## src/rtl/rftp_pkg.sv

```systemverilog
// Shared constants, result codes and queue entry type for the radar frame TLV parser.
`timescale 1ns / 1ps
`default_nettype none
package rftp_pkg;

	// Frame structure
	localparam int MAGIC_BYTES   = 8;
	localparam int HEADER_BYTES  = 40;
	localparam int TLV_HDR_BYTES = 8;
	localparam int LEN_ALIGN_W   = 5;   // total length must be a multiple of 32
	localparam int MAGIC_IDX_W   = $clog2(MAGIC_BYTES);
	localparam int HDR_IDX_W     = $clog2(HEADER_BYTES);
	localparam int TLV_CNT_W     = $clog2(TLV_HDR_BYTES);
	localparam int OFFSET_W      = 34;

	localparam logic [7:0] MAGIC_SEQ [MAGIC_BYTES] = '{
		8'h02, 8'h01, 8'h04, 8'h03, 8'h06, 8'h05, 8'h08, 8'h07
	};

	// Header word slots (byte offset / 4)
	localparam logic [HDR_IDX_W-3:0] WORD_TOTAL = 4'd3;
	localparam logic [HDR_IDX_W-3:0] WORD_PLAT  = 4'd4;
	localparam logic [HDR_IDX_W-3:0] WORD_FRAME = 4'd5;
	localparam logic [HDR_IDX_W-3:0] WORD_NTLV  = 4'd8;

	// Result codes
	localparam logic [1:0] EV_HDR_OK  = 2'd0;
	localparam logic [1:0] EV_HDR_BAD = 2'd1;
	localparam logic [1:0] EV_TLV     = 2'd2;
	localparam logic [1:0] EV_DONE    = 2'd3;

	// Configuration register indexes
	localparam int CFG_IDX_W = 1;
	localparam logic [CFG_IDX_W-1:0] CFG_PLATFORM = 1'd0;
	localparam logic [CFG_IDX_W-1:0] CFG_MAX_LEN  = 1'd1;
	localparam logic [31:0] MAX_LEN_RESET = 32'd4096;

	// Queue between classifier and emitter
	localparam int Q_DEPTH = 4;
	localparam int Q_PTR_W = $clog2(Q_DEPTH);
	localparam int Q_CNT_W = $clog2(Q_DEPTH + 1);

	// One byte's worth of results: a first result, optionally followed by frame complete
	typedef struct packed {
		logic [1:0]  ev;
		logic        two;
		logic [31:0] frame_number;
		logic [31:0] total_len;
		logic [31:0] tlv_total;
		logic [31:0] tlv_index;
		logic [31:0] tlv_type;
		logic [31:0] tlv_length;
		logic        done_ok;
	} rftp_entry_t;

	// Queue status seen by the two sides
	typedef struct packed {
		logic full;
		logic empty;
	} rftp_qstat_t;

	// Replace one byte lane of a little-endian word
	function automatic logic [31:0] set_lane(logic [31:0] word, logic [1:0] lane,
	                                         logic [7:0] data);
		logic [31:0] res;
		res = word;
		unique case (lane)
			2'd0: res[7:0]   = data;
			2'd1: res[15:8]  = data;
			2'd2: res[23:16] = data;
			default: res[31:24] = data;
		endcase
		return res;
	endfunction

endpackage
`default_nettype wire

```

## src/rtl/radar_frame_tlv_parser.sv

```systemverilog
// Top level of the radar frame TLV parser: classifier, entry queue and result emitter.
// Usage:
//   Input channel (in_valid/in_ready/data_byte) takes one received link byte per
//   transfer. The block hunts the magic word, captures and checks the 40-byte header,
//   then walks the TLV headers of the payload.
//   Output channel (out_valid/out_ready and the result fields) gives header accepted,
//   header rejected, TLV header seen and frame complete results; last marks the final
//   result caused by one byte. A byte may give zero, one or two results.
//   Configuration (cfg_we/cfg_index/cfg_data) writes platform_id and max_frame_len;
//   write only while no result is outstanding.
// Timing:
//   One byte per cycle while the queue is not full. On its way out a result is held in
//   the entry queue, which the classifier writes at the byte's transfer edge, and then
//   in the output register, which the emitter loads once the output is free. Results
//   leave at one per cycle while the receiver is ready, so a byte that ends a frame on
//   a TLV header sends its two results one after the other.
// Reset and stall:
//   Reset clears the parser state, sets the registers to their reset values and
//   empties the queue. When the receiver stalls, the output register holds and the
//   four-entry queue fills; in_ready falls only when the queue is full.
`timescale 1ns / 1ps
`default_nettype none
module radar_frame_tlv_parser
	import rftp_pkg::*;
(
	input  wire logic                 clk,
	input  wire logic                 arst_n,
	input  wire logic                 in_valid,
	output logic                      in_ready,
	input  wire logic [7:0]           data_byte,
	input  wire logic                 cfg_we,
	input  wire logic [CFG_IDX_W-1:0] cfg_index,
	input  wire logic [31:0]          cfg_data,
	output logic                      out_valid,
	input  wire logic                 out_ready,
	output logic [1:0]                event_res,
	output logic [31:0]               frame_number,
	output logic [31:0]               total_len,
	output logic [31:0]               tlv_total,
	output logic [31:0]               tlv_index,
	output logic [31:0]               tlv_type,
	output logic [31:0]               tlv_length,
	output logic                      frame_ok,
	output logic                      last
);

	rftp_entry_t push_entry, head;
	rftp_qstat_t qstat;
	logic        push, pop;

	rftp_front u_front (
		.clk        (clk),
		.arst_n     (arst_n),
		.in_valid   (in_valid),
		.in_ready   (in_ready),
		.data_byte  (data_byte),
		.cfg_we     (cfg_we),
		.cfg_index  (cfg_index),
		.cfg_data   (cfg_data),
		.qstat      (qstat),
		.push       (push),
		.push_entry (push_entry)
	);

	rftp_queue u_queue (
		.clk        (clk),
		.arst_n     (arst_n),
		.push       (push),
		.push_entry (push_entry),
		.pop        (pop),
		.head       (head),
		.qstat      (qstat)
	);

	rftp_back u_back (
		.clk          (clk),
		.arst_n       (arst_n),
		.head         (head),
		.qstat        (qstat),
		.pop          (pop),
		.out_valid    (out_valid),
		.out_ready    (out_ready),
		.event_res    (event_res),
		.frame_number (frame_number),
		.total_len    (total_len),
		.tlv_total    (tlv_total),
		.tlv_index    (tlv_index),
		.tlv_type     (tlv_type),
		.tlv_length   (tlv_length),
		.frame_ok     (frame_ok),
		.last         (last)
	);

endmodule
`default_nettype wire

```

## src/rtl/rftp_front.sv

```systemverilog
// Front end: magic hunt, header capture and check, TLV walk; builds one queue entry per byte that gives results.
`timescale 1ns / 1ps
`default_nettype none
module rftp_front
	import rftp_pkg::*;
(
	input  wire logic                 clk,
	input  wire logic                 arst_n,
	input  wire logic                 in_valid,
	output logic                      in_ready,
	input  wire logic [7:0]           data_byte,
	input  wire logic                 cfg_we,
	input  wire logic [CFG_IDX_W-1:0] cfg_index,
	input  wire logic [31:0]          cfg_data,
	input  wire rftp_qstat_t          qstat,
	output logic                      push,
	output rftp_entry_t               push_entry
);

	logic [31:0]          platform_q, max_len_q;
	logic [31:0]          pos_q, pos_nx;
	logic [OFFSET_W-1:0]  next_q, next_nx;
	logic [31:0]          acc_q, acc_nx;
	logic                 stop_q, stop_nx;
	logic [63:0]          shift_q, shift_nx;
	logic                 win_q, win_nx;
	logic [TLV_CNT_W-1:0] cnt_q, cnt_nx;
	logic [31:0]          total_q, plat_q, frame_q, ntlv_q;
	logic [31:0]          total_nx, plat_nx, frame_nx, ntlv_nx;

	logic                 fire;
	logic                 in_magic, in_hdr;
	logic [32:0]          pos_inc;
	logic                 hdr_last, hdr_ok;
	logic                 walk_on, take, tlv_end, fits, done;
	logic [31:0]          tlv_len, tlv_typ, acc_inc;
	logic [OFFSET_W-1:0]  tlv_sum;

	assign in_ready = ~qstat.full;
	assign fire     = in_valid & in_ready;
	assign in_magic = pos_q < 32'(MAGIC_BYTES);
	assign in_hdr   = ~in_magic & (pos_q < 32'(HEADER_BYTES));
	assign pos_inc  = {1'b0, pos_q} + 33'd1;
	assign hdr_last = pos_q == 32'(HEADER_BYTES - 1);

	// Header words as they stand after this byte
	always_comb begin
		total_nx = total_q;
		plat_nx  = plat_q;
		frame_nx = frame_q;
		ntlv_nx  = ntlv_q;
		if (in_hdr) begin
			unique case (pos_q[HDR_IDX_W-1:2])
				WORD_TOTAL: total_nx = set_lane(total_q, pos_q[1:0], data_byte);
				WORD_PLAT:  plat_nx  = set_lane(plat_q, pos_q[1:0], data_byte);
				WORD_FRAME: frame_nx = set_lane(frame_q, pos_q[1:0], data_byte);
				WORD_NTLV:  ntlv_nx  = set_lane(ntlv_q, pos_q[1:0], data_byte);
				default: ;
			endcase
		end
	end

	assign hdr_ok = (plat_nx == platform_q) && (total_nx >= 32'(HEADER_BYTES)) &&
	                (total_nx[LEN_ALIGN_W-1:0] == '0) && (total_nx < max_len_q);

	// TLV walk terms
	assign walk_on = ~stop_q & (acc_q < ntlv_q);
	assign take    = walk_on & (win_q | ({{(OFFSET_W-32){1'b0}}, pos_q} == next_q));
	assign tlv_end = take & (cnt_q == TLV_CNT_W'(TLV_HDR_BYTES - 1));
	assign tlv_len = {data_byte, shift_q[63:40]};
	assign tlv_typ = shift_q[39:8];
	assign tlv_sum = next_q + OFFSET_W'(TLV_HDR_BYTES) + {{(OFFSET_W-32){1'b0}}, tlv_len};
	assign fits    = tlv_sum <= {{(OFFSET_W-32){1'b0}}, total_q};
	assign acc_inc = acc_q + 32'd1;
	assign done    = pos_inc >= {1'b0, total_q};

	// Next state and queue entry
	always_comb begin
		pos_nx   = pos_q;
		next_nx  = next_q;
		acc_nx   = acc_q;
		stop_nx  = stop_q;
		shift_nx = shift_q;
		win_nx   = win_q;
		cnt_nx   = cnt_q;
		push     = 1'b0;
		push_entry              = '0;
		push_entry.frame_number = frame_nx;
		push_entry.total_len    = total_nx;
		push_entry.tlv_total    = ntlv_nx;
		if (in_magic) begin
			// hunt: drop a mismatching byte and restart
			if (data_byte == MAGIC_SEQ[pos_q[MAGIC_IDX_W-1:0]]) begin
				pos_nx = pos_inc[31:0];
			end else begin
				pos_nx = '0;
			end
		end else if (in_hdr) begin
			pos_nx = pos_inc[31:0];
			if (hdr_last) begin
				push = 1'b1;
				if (hdr_ok) begin
					push_entry.ev = EV_HDR_OK;
					next_nx  = OFFSET_W'(HEADER_BYTES);
					acc_nx   = '0;
					stop_nx  = 1'b0;
					shift_nx = '0;
					win_nx   = 1'b0;
					cnt_nx   = '0;
				end else begin
					push_entry.ev = EV_HDR_BAD;
					pos_nx = '0;
				end
			end
		end else begin
			stop_nx = ~walk_on;
			if (take) begin
				shift_nx = {data_byte, shift_q[63:8]};
				if (tlv_end) begin
					win_nx = 1'b0;
					cnt_nx = '0;
					if (fits) begin
						acc_nx  = acc_inc;
						next_nx = tlv_sum;
						stop_nx = acc_inc >= ntlv_q;
					end else begin
						stop_nx = 1'b1;
					end
				end else begin
					win_nx = 1'b1;
					cnt_nx = cnt_q + TLV_CNT_W'(1);
				end
			end
			pos_nx = done ? '0 : pos_inc[31:0];
			push_entry.done_ok = acc_nx >= ntlv_q;
			if (tlv_end) begin
				push                  = 1'b1;
				push_entry.ev         = EV_TLV;
				push_entry.two        = done;
				push_entry.tlv_index  = acc_q;
				push_entry.tlv_type   = tlv_typ;
				push_entry.tlv_length = tlv_len;
			end else if (done) begin
				push          = 1'b1;
				push_entry.ev = EV_DONE;
			end
		end
		if (!fire) begin
			push = 1'b0;
		end
	end

	// Configuration registers
	always_ff @(posedge clk or negedge arst_n) begin
		if (!arst_n) begin
			platform_q <= '0;
			max_len_q  <= MAX_LEN_RESET;
		end else if (cfg_we) begin
			unique case (cfg_index)
				CFG_PLATFORM: platform_q <= cfg_data;
				default:      max_len_q  <= cfg_data;
			endcase
		end
	end

	// Parser state: advance on each transfer
	always_ff @(posedge clk or negedge arst_n) begin
		if (!arst_n) begin
			pos_q   <= '0;
			next_q  <= OFFSET_W'(HEADER_BYTES);
			acc_q   <= '0;
			stop_q  <= 1'b0;
			shift_q <= '0;
			win_q   <= 1'b0;
			cnt_q   <= '0;
		end else if (fire) begin
			pos_q   <= pos_nx;
			next_q  <= next_nx;
			acc_q   <= acc_nx;
			stop_q  <= stop_nx;
			shift_q <= shift_nx;
			win_q   <= win_nx;
			cnt_q   <= cnt_nx;
		end
	end

	// Header words hold payload only
	always_ff @(posedge clk) begin
		if (fire) begin
			total_q <= total_nx;
			plat_q  <= plat_nx;
			frame_q <= frame_nx;
			ntlv_q  <= ntlv_nx;
		end
	end

endmodule
`default_nettype wire

```

## src/rtl/rftp_queue.sv

```systemverilog
// Short entry queue that decouples the classifier from the result emitter.
`timescale 1ns / 1ps
`default_nettype none
module rftp_queue
	import rftp_pkg::*;
(
	input  wire logic        clk,
	input  wire logic        arst_n,
	input  wire logic        push,
	input  wire rftp_entry_t push_entry,
	input  wire logic        pop,
	output rftp_entry_t      head,
	output rftp_qstat_t      qstat
);

	rftp_entry_t        mem_q [Q_DEPTH];
	logic [Q_PTR_W-1:0] wr_ptr_q, rd_ptr_q;
	logic [Q_CNT_W-1:0] count_q;

	assign qstat.full  = count_q == Q_CNT_W'(Q_DEPTH);
	assign qstat.empty = count_q == '0;
	assign head        = mem_q[rd_ptr_q];

	// Store entries
	always_ff @(posedge clk) begin
		if (push) begin
			mem_q[wr_ptr_q] <= push_entry;
		end
	end

	// Pointers and fill count
	always_ff @(posedge clk or negedge arst_n) begin
		if (!arst_n) begin
			wr_ptr_q <= '0;
			rd_ptr_q <= '0;
			count_q  <= '0;
		end else begin
			if (push) begin
				wr_ptr_q <= wr_ptr_q + Q_PTR_W'(1);
			end
			if (pop) begin
				rd_ptr_q <= rd_ptr_q + Q_PTR_W'(1);
			end
			unique case ({push, pop})
				2'b10:   count_q <= count_q + Q_CNT_W'(1);
				2'b01:   count_q <= count_q - Q_CNT_W'(1);
				default: count_q <= count_q;
			endcase
		end
	end

`ifndef SYNTH
	a_count_bound: assert property (@(posedge clk) disable iff (!arst_n)
		count_q <= Q_CNT_W'(Q_DEPTH))
		else $error("queue count beyond depth");
	a_no_overflow: assert property (@(posedge clk) disable iff (!arst_n)
		push |-> !qstat.full)
		else $error("push into full queue");
	a_no_underflow: assert property (@(posedge clk) disable iff (!arst_n)
		pop |-> !qstat.empty)
		else $error("pop from empty queue");
`endif

endmodule
`default_nettype wire

```

## src/rtl/rftp_back.sv

```systemverilog
// Back end: expands queue entries into result transfers through an output register.
`timescale 1ns / 1ps
`default_nettype none
module rftp_back
	import rftp_pkg::*;
(
	input  wire logic        clk,
	input  wire logic        arst_n,
	input  wire rftp_entry_t head,
	input  wire rftp_qstat_t qstat,
	output logic             pop,
	output logic             out_valid,
	input  wire logic        out_ready,
	output logic [1:0]       event_res,
	output logic [31:0]      frame_number,
	output logic [31:0]      total_len,
	output logic [31:0]      tlv_total,
	output logic [31:0]      tlv_index,
	output logic [31:0]      tlv_type,
	output logic [31:0]      tlv_length,
	output logic             frame_ok,
	output logic             last
);

	logic        out_valid_q;
	logic        second_q;     // first result of head already loaded into the output register
	logic        load, take;
	logic [1:0]  ev_sel;
	logic        ok_sel, last_sel;
	logic [31:0] idx_sel, typ_sel, len_sel;

	assign load = ~out_valid_q | out_ready;
	assign take = load & ~qstat.empty;
	assign pop  = take & (second_q | ~head.two);

	// Pick the result to show from the head entry
	always_comb begin
		if (second_q) begin
			ev_sel   = EV_DONE;
			idx_sel  = '0;
			typ_sel  = '0;
			len_sel  = '0;
			ok_sel   = head.done_ok;
			last_sel = 1'b1;
		end else begin
			ev_sel   = head.ev;
			idx_sel  = head.tlv_index;
			typ_sel  = head.tlv_type;
			len_sel  = head.tlv_length;
			ok_sel   = (head.ev == EV_DONE) & head.done_ok;
			last_sel = ~head.two;
		end
	end

	// Output valid and entry phase
	always_ff @(posedge clk or negedge arst_n) begin
		if (!arst_n) begin
			out_valid_q <= 1'b0;
			second_q    <= 1'b0;
		end else if (load) begin
			out_valid_q <= ~qstat.empty;
			if (take) begin
				second_q <= ~second_q & head.two;
			end
		end
	end

	// Output payload: hold while stalled
	always_ff @(posedge clk) begin
		if (take) begin
			event_res    <= ev_sel;
			frame_number <= head.frame_number;
			total_len    <= head.total_len;
			tlv_total    <= head.tlv_total;
			tlv_index    <= idx_sel;
			tlv_type     <= typ_sel;
			tlv_length   <= len_sel;
			frame_ok     <= ok_sel;
			last         <= last_sel;
		end
	end

	assign out_valid = out_valid_q;

`ifndef SYNTH
	a_second_needs_pair: assert property (@(posedge clk) disable iff (!arst_n)
		second_q |-> (!qstat.empty && head.two))
		else $error("second result without a paired entry");
	a_second_is_done: assert property (@(posedge clk) disable iff (!arst_n)
		(out_valid_q && !last) |-> (event_res == EV_TLV))
		else $error("non-final result that is not a TLV event");
	a_pop_after_first: assert property (@(posedge clk) disable iff (!arst_n)
		(take && !second_q && head.two) |=> second_q)
		else $error("paired entry did not advance to its second result");
`endif

endmodule
`default_nettype wire
```

## config.mk

```make
export PLATFORM = sky130hd
export DESIGN_NAME = radar_frame_tlv_parser
export DESIGN_NICKNAME = d
export VERILOG_FILES = /design/src/rtl/rftp_pkg.sv /design/src/rtl/radar_frame_tlv_parser.sv /design/src/rtl/rftp_front.sv /design/src/rtl/rftp_queue.sv /design/src/rtl/rftp_back.sv
export SDC_FILE = /design/constraint.sdc
export NUM_CORES = 2
export LEC_CHECK = 0
export BUFFER_PORTS_ARGS = -buffer_cell sky130_fd_sc_hd__buf_4
export CAP_MARGIN = 20
export CORE_ASPECT_RATIO = 1.4
export CORE_MARGIN = 3
export CORE_UTILIZATION = 52
export CTS_BUF_LIST = sky130_fd_sc_hd__clkbuf_4 sky130_fd_sc_hd__clkbuf_8
export CTS_CLUSTER_DIAMETER = 40
export DETAILED_ROUTE_END_ITERATION = 16
export PLACE_DENSITY = 0.7
export SETUP_SLACK_MARGIN = 0.1
export SYNTH_ARGS = -nofsm -noshare
export SYNTH_HDL_FRONTEND = slang
export SYNTH_SLANG_ARGS = --single-unit
export TNS_END_PERCENT = 1
```

## constraint.sdc

```tcl
create_clock -name clk -period 8.6 [get_ports clk]
set_input_delay 1.72 -clock clk [delete_from_list [all_inputs] [get_ports clk]]
set_output_delay 1.72 -clock clk [all_outputs]
set_load 0.02 [all_outputs]
```

==> flow_summary.toml <==
[run_status]
outcome = "completed"

[yosys]
synth_edf_count = 1108
synthDominantCellAreaShare_pct = 55.63
ys_ff_latch = 1340
yosysSeqAreaShare_pct = 65.34
synth.area.top_cells = "edfxtp_1 56%, dfrtp_1 9.6%, mux4_2 7.4%"
synth_area_um2 = 59810
post-synth-top-area-cell = "edfxtp_1"
syn_area_per_cell_um2 = 15.42
ys_warn_count = 0
synth-main-ff-cell = "edfxtp_1"
synth.distinct_cells = 84
syn-num-nets = 4196
syn_inst = 3880
async_reset_ff_share_pct = 17.31

[floorplanning]
die_height_um = 407.3
die_width_um = 292.6
ioPinCount = 244
start_util_pct = 52.64
coreArea_um2 = 113600
fp-row-count = 146
die_area_um2 = 119200

[worst_setup_path]
r2r_cells = 31
path_class = "reg2reg"
cp.arrival_ns = 8.30
cp-start-kind = "flop"
worst-r2r-setup-slack_ns = 0.87
end_kind = "flop"
crit_required_ns = 9.16
critPathSlowestCell = "a311oi_1"
critPathMaxStageDelay_ns = 0.69
reg2reg_from = "u_front.next_q[3]"
r2r_end = "u_queue.mem_q[1][0]"
cp_max_fo = 22
critical_path.startpoint = "u_front.next_q[3]"

[clock_tree]
clockBufferDepth = 3
holdBufCountCts = 0
clockRootBuffer = "clkbuf_8"
numCtsBuffers = 198
clk_latency_ns = 0.91
cts_tree = "built"
postCtsSetupRepairBufs = 0
cts.sinks = 1340
path_clk_slew_ns = 0.06
cts_max_level = 4
cts-resized-gates = 0

[power_and_ir_drop]
power_leakage_nw = 26.33
seqPwrFrac_pct = 48.4
power.switching_mw = 4.547
intPower_mw = 11.76
p_comb_share_pct = 18.0
power_density_nw_per_um2 = 240.0
power_switching_share_pct = 27.88
finalPower_mw = 16.31
power.clock.fraction_pct = 33.6
ir_worst_vdd_mv = 0.1979

[worst_hold_path]
hold_path_end = "u_front.shift_q[13]"
holdPathStages = 1
hp-start = "u_front.shift_q[13]"
hp-class = "reg2reg"

[route]
ant_nets = 0
vias = 34730
first_pass_iters = 5
drc = 0
initialDrtViolationCount = 2734
routed_wirelength_um = 145900
routedWlPerCell_um = 24.89
vias_per_cell = 5.925

[placement]
numPortBuffers = 243
post-dp-hpwl_um = 98690
place_ws_ns = 0.6187
place.gp.congestion = 0.9494

[final_layout]
finalNetCount = 4525
largestRegisters = "u_queue.mem_q: 784 flops, u_front.shift_q: 56 flops, u_front.next_q: 34 flops"
seqCellArea_um2 = 39090
area_delta_synth_final_pct = 13.64
drive_gt1_share_pct = 23.82
multi_input_comb_area_um2 = 19380
fillers = 8658
largest_reg_flops = 784
largest-register = "u_queue.mem_q"

[timing]
period_share_pct = 89.94
fin_ws_ns = 0.8653
maxSlewViolCount = 0
finalSetupViolations = 0
hold_violations = 0
clock-skew-final_ns = 0.05614
worstMarginPinSlew_ns = 1.113
max_freq_mhz = 129.3
fin_crit_ns = 7.735
rsz0062_at_grt = "false"
slew_headroom_pct = 25.05

[grt]
grt_pass1_wl_um = 221100
track_usage_pct = 24.64
grt_pass1_vias = 35220
grt_max_degree = 131
gr-total-overflow = 0
antenna_found_initial = 2

[run]
maxCapViolations = 0
[power by group through the flow]
stage	clock network, mW	registers, mW	logic, mW
5_1_grt	5.90	7.95	3.17
2_1_floorplan	0	8.31	1.59
3_3_place_gp	0	8.04	2.97
6_report	5.47	7.90	2.94
4_1_cts	5.61	7.91	3.00
3_5_place_dp	0	8.05	2.99
[cells in the mapped netlist, types with 20 or more instances]
cell type  number
and2_1        208
a21oi_1        75
inv_1         162
o21ai_0       124
mux4_2        196
nor3_1         74
a21o_1         85
nor4_1         30
xor2_1         78
nand3_1        53
nand2_1       217
ha_1          268
a221o_1        26
nor2b_1        20
dfrtp_1       229
buf_1          41
o211ai_1       20
a22o_1         94
edfxtp_1     1108
mux2_2        123
clkbuf_1      136
nor2_1        106
nand4_1        58
xnor2_1       109
[area by class of cell]
| cell class | count | area share [%] |
|---|---|---|
| Timing Repair Buffer | 326 | 3.983 |
| Multi-Input combinational cell | 2180 | 28.51 |
| Antenna cell | 3 | 0.01104 |
| Sequential cell | 1340 | 57.51 |
| Tap cell | 1480 | 2.724 |
| Clock inverter | 81 | 1.195 |
| Clock buffer | 288 | 5.150 |
| Inverter | 163 | 0.9185 |
[placed cells by master, fill, tap and decap left out, drive strengths merged, types with 75 or more instances in the layout]
cell / count
edfxtp: 1108
buf: 326
clkbuf: 288
ha: 268
dfrtp: 229
nand2: 217
and2: 208
mux4: 196
inv: 178
o21ai: 130
mux2: 123
xnor2: 109
nor2: 106
a22o: 94
a21o: 85
xor2: 78
nor3: 76
a21oi: 75
[per-layer routing]
metal	vias to the layer above	GRT usage [%]	share of wire (%)
li1	15590	-	-
met2	1144	42.71	52
met3	315	4.371	5.2
met1	17680	30.13	38
met4	0	11.36	4.9
met5	-	0	0
[worst max path at each step]
stage / depth (start not counted) / endpoint
2_1_floorplan: 19 / u_queue.mem_q[3][0]
3_3_place_gp: 28 / u_queue.mem_q[0][0]
3_5_place_dp: 24 / u_queue.mem_q[1][0]
4_1_cts: 32 / u_queue.mem_q[1][0]
5_1_grt: 32 / u_queue.mem_q[0][0]
6_report: 31 / u_queue.mem_q[1][0]
[cells by family (layout without fill, tap and decap cells)]
family	after synthesis	in the layout	synth area share, %
flip-flops	1340	1340	65.34
AO/OA/AOI/OAI	544	544	6.426
buffers and inverters	360	858	2.343
multiplexers	333	333	9.930
other	0	3	0
adder cells (fa/ha/maj)	270	270	5.673
AND/OR/NAND/NOR	846	846	7.552
XOR/XNOR	187	187	2.738
[critical path: cells and delay by family (launching register included)]
family | cells | cell delay [ns]
flip-flops | 1 | 0.54
adder cells (fa/ha/maj) | 4 | 1.09
buffers and inverters | 3 | 0.40
XOR/XNOR | 1 | 0.10
AO/OA/AOI/OAI | 16 | 4.16
AND/OR/NAND/NOR | 7 | 1.11
[through the flow]
stage	hold slack, ns	std cells	util (%)	area [µm²]	setup TNS, ns
floorplan	0.4503	3880	-	59810	-142.61
global placement	0.4772	5487	55.98	63610	0
detailed placement	0.4771	5488	56.01	63640	0
CTS	0.4958	5857	59.80	67950	0
global route	0.5068	5860	59.82	67970	0
finish	0.4953	5861	59.82	67970	0
Power figures use the tool's default switching activity.
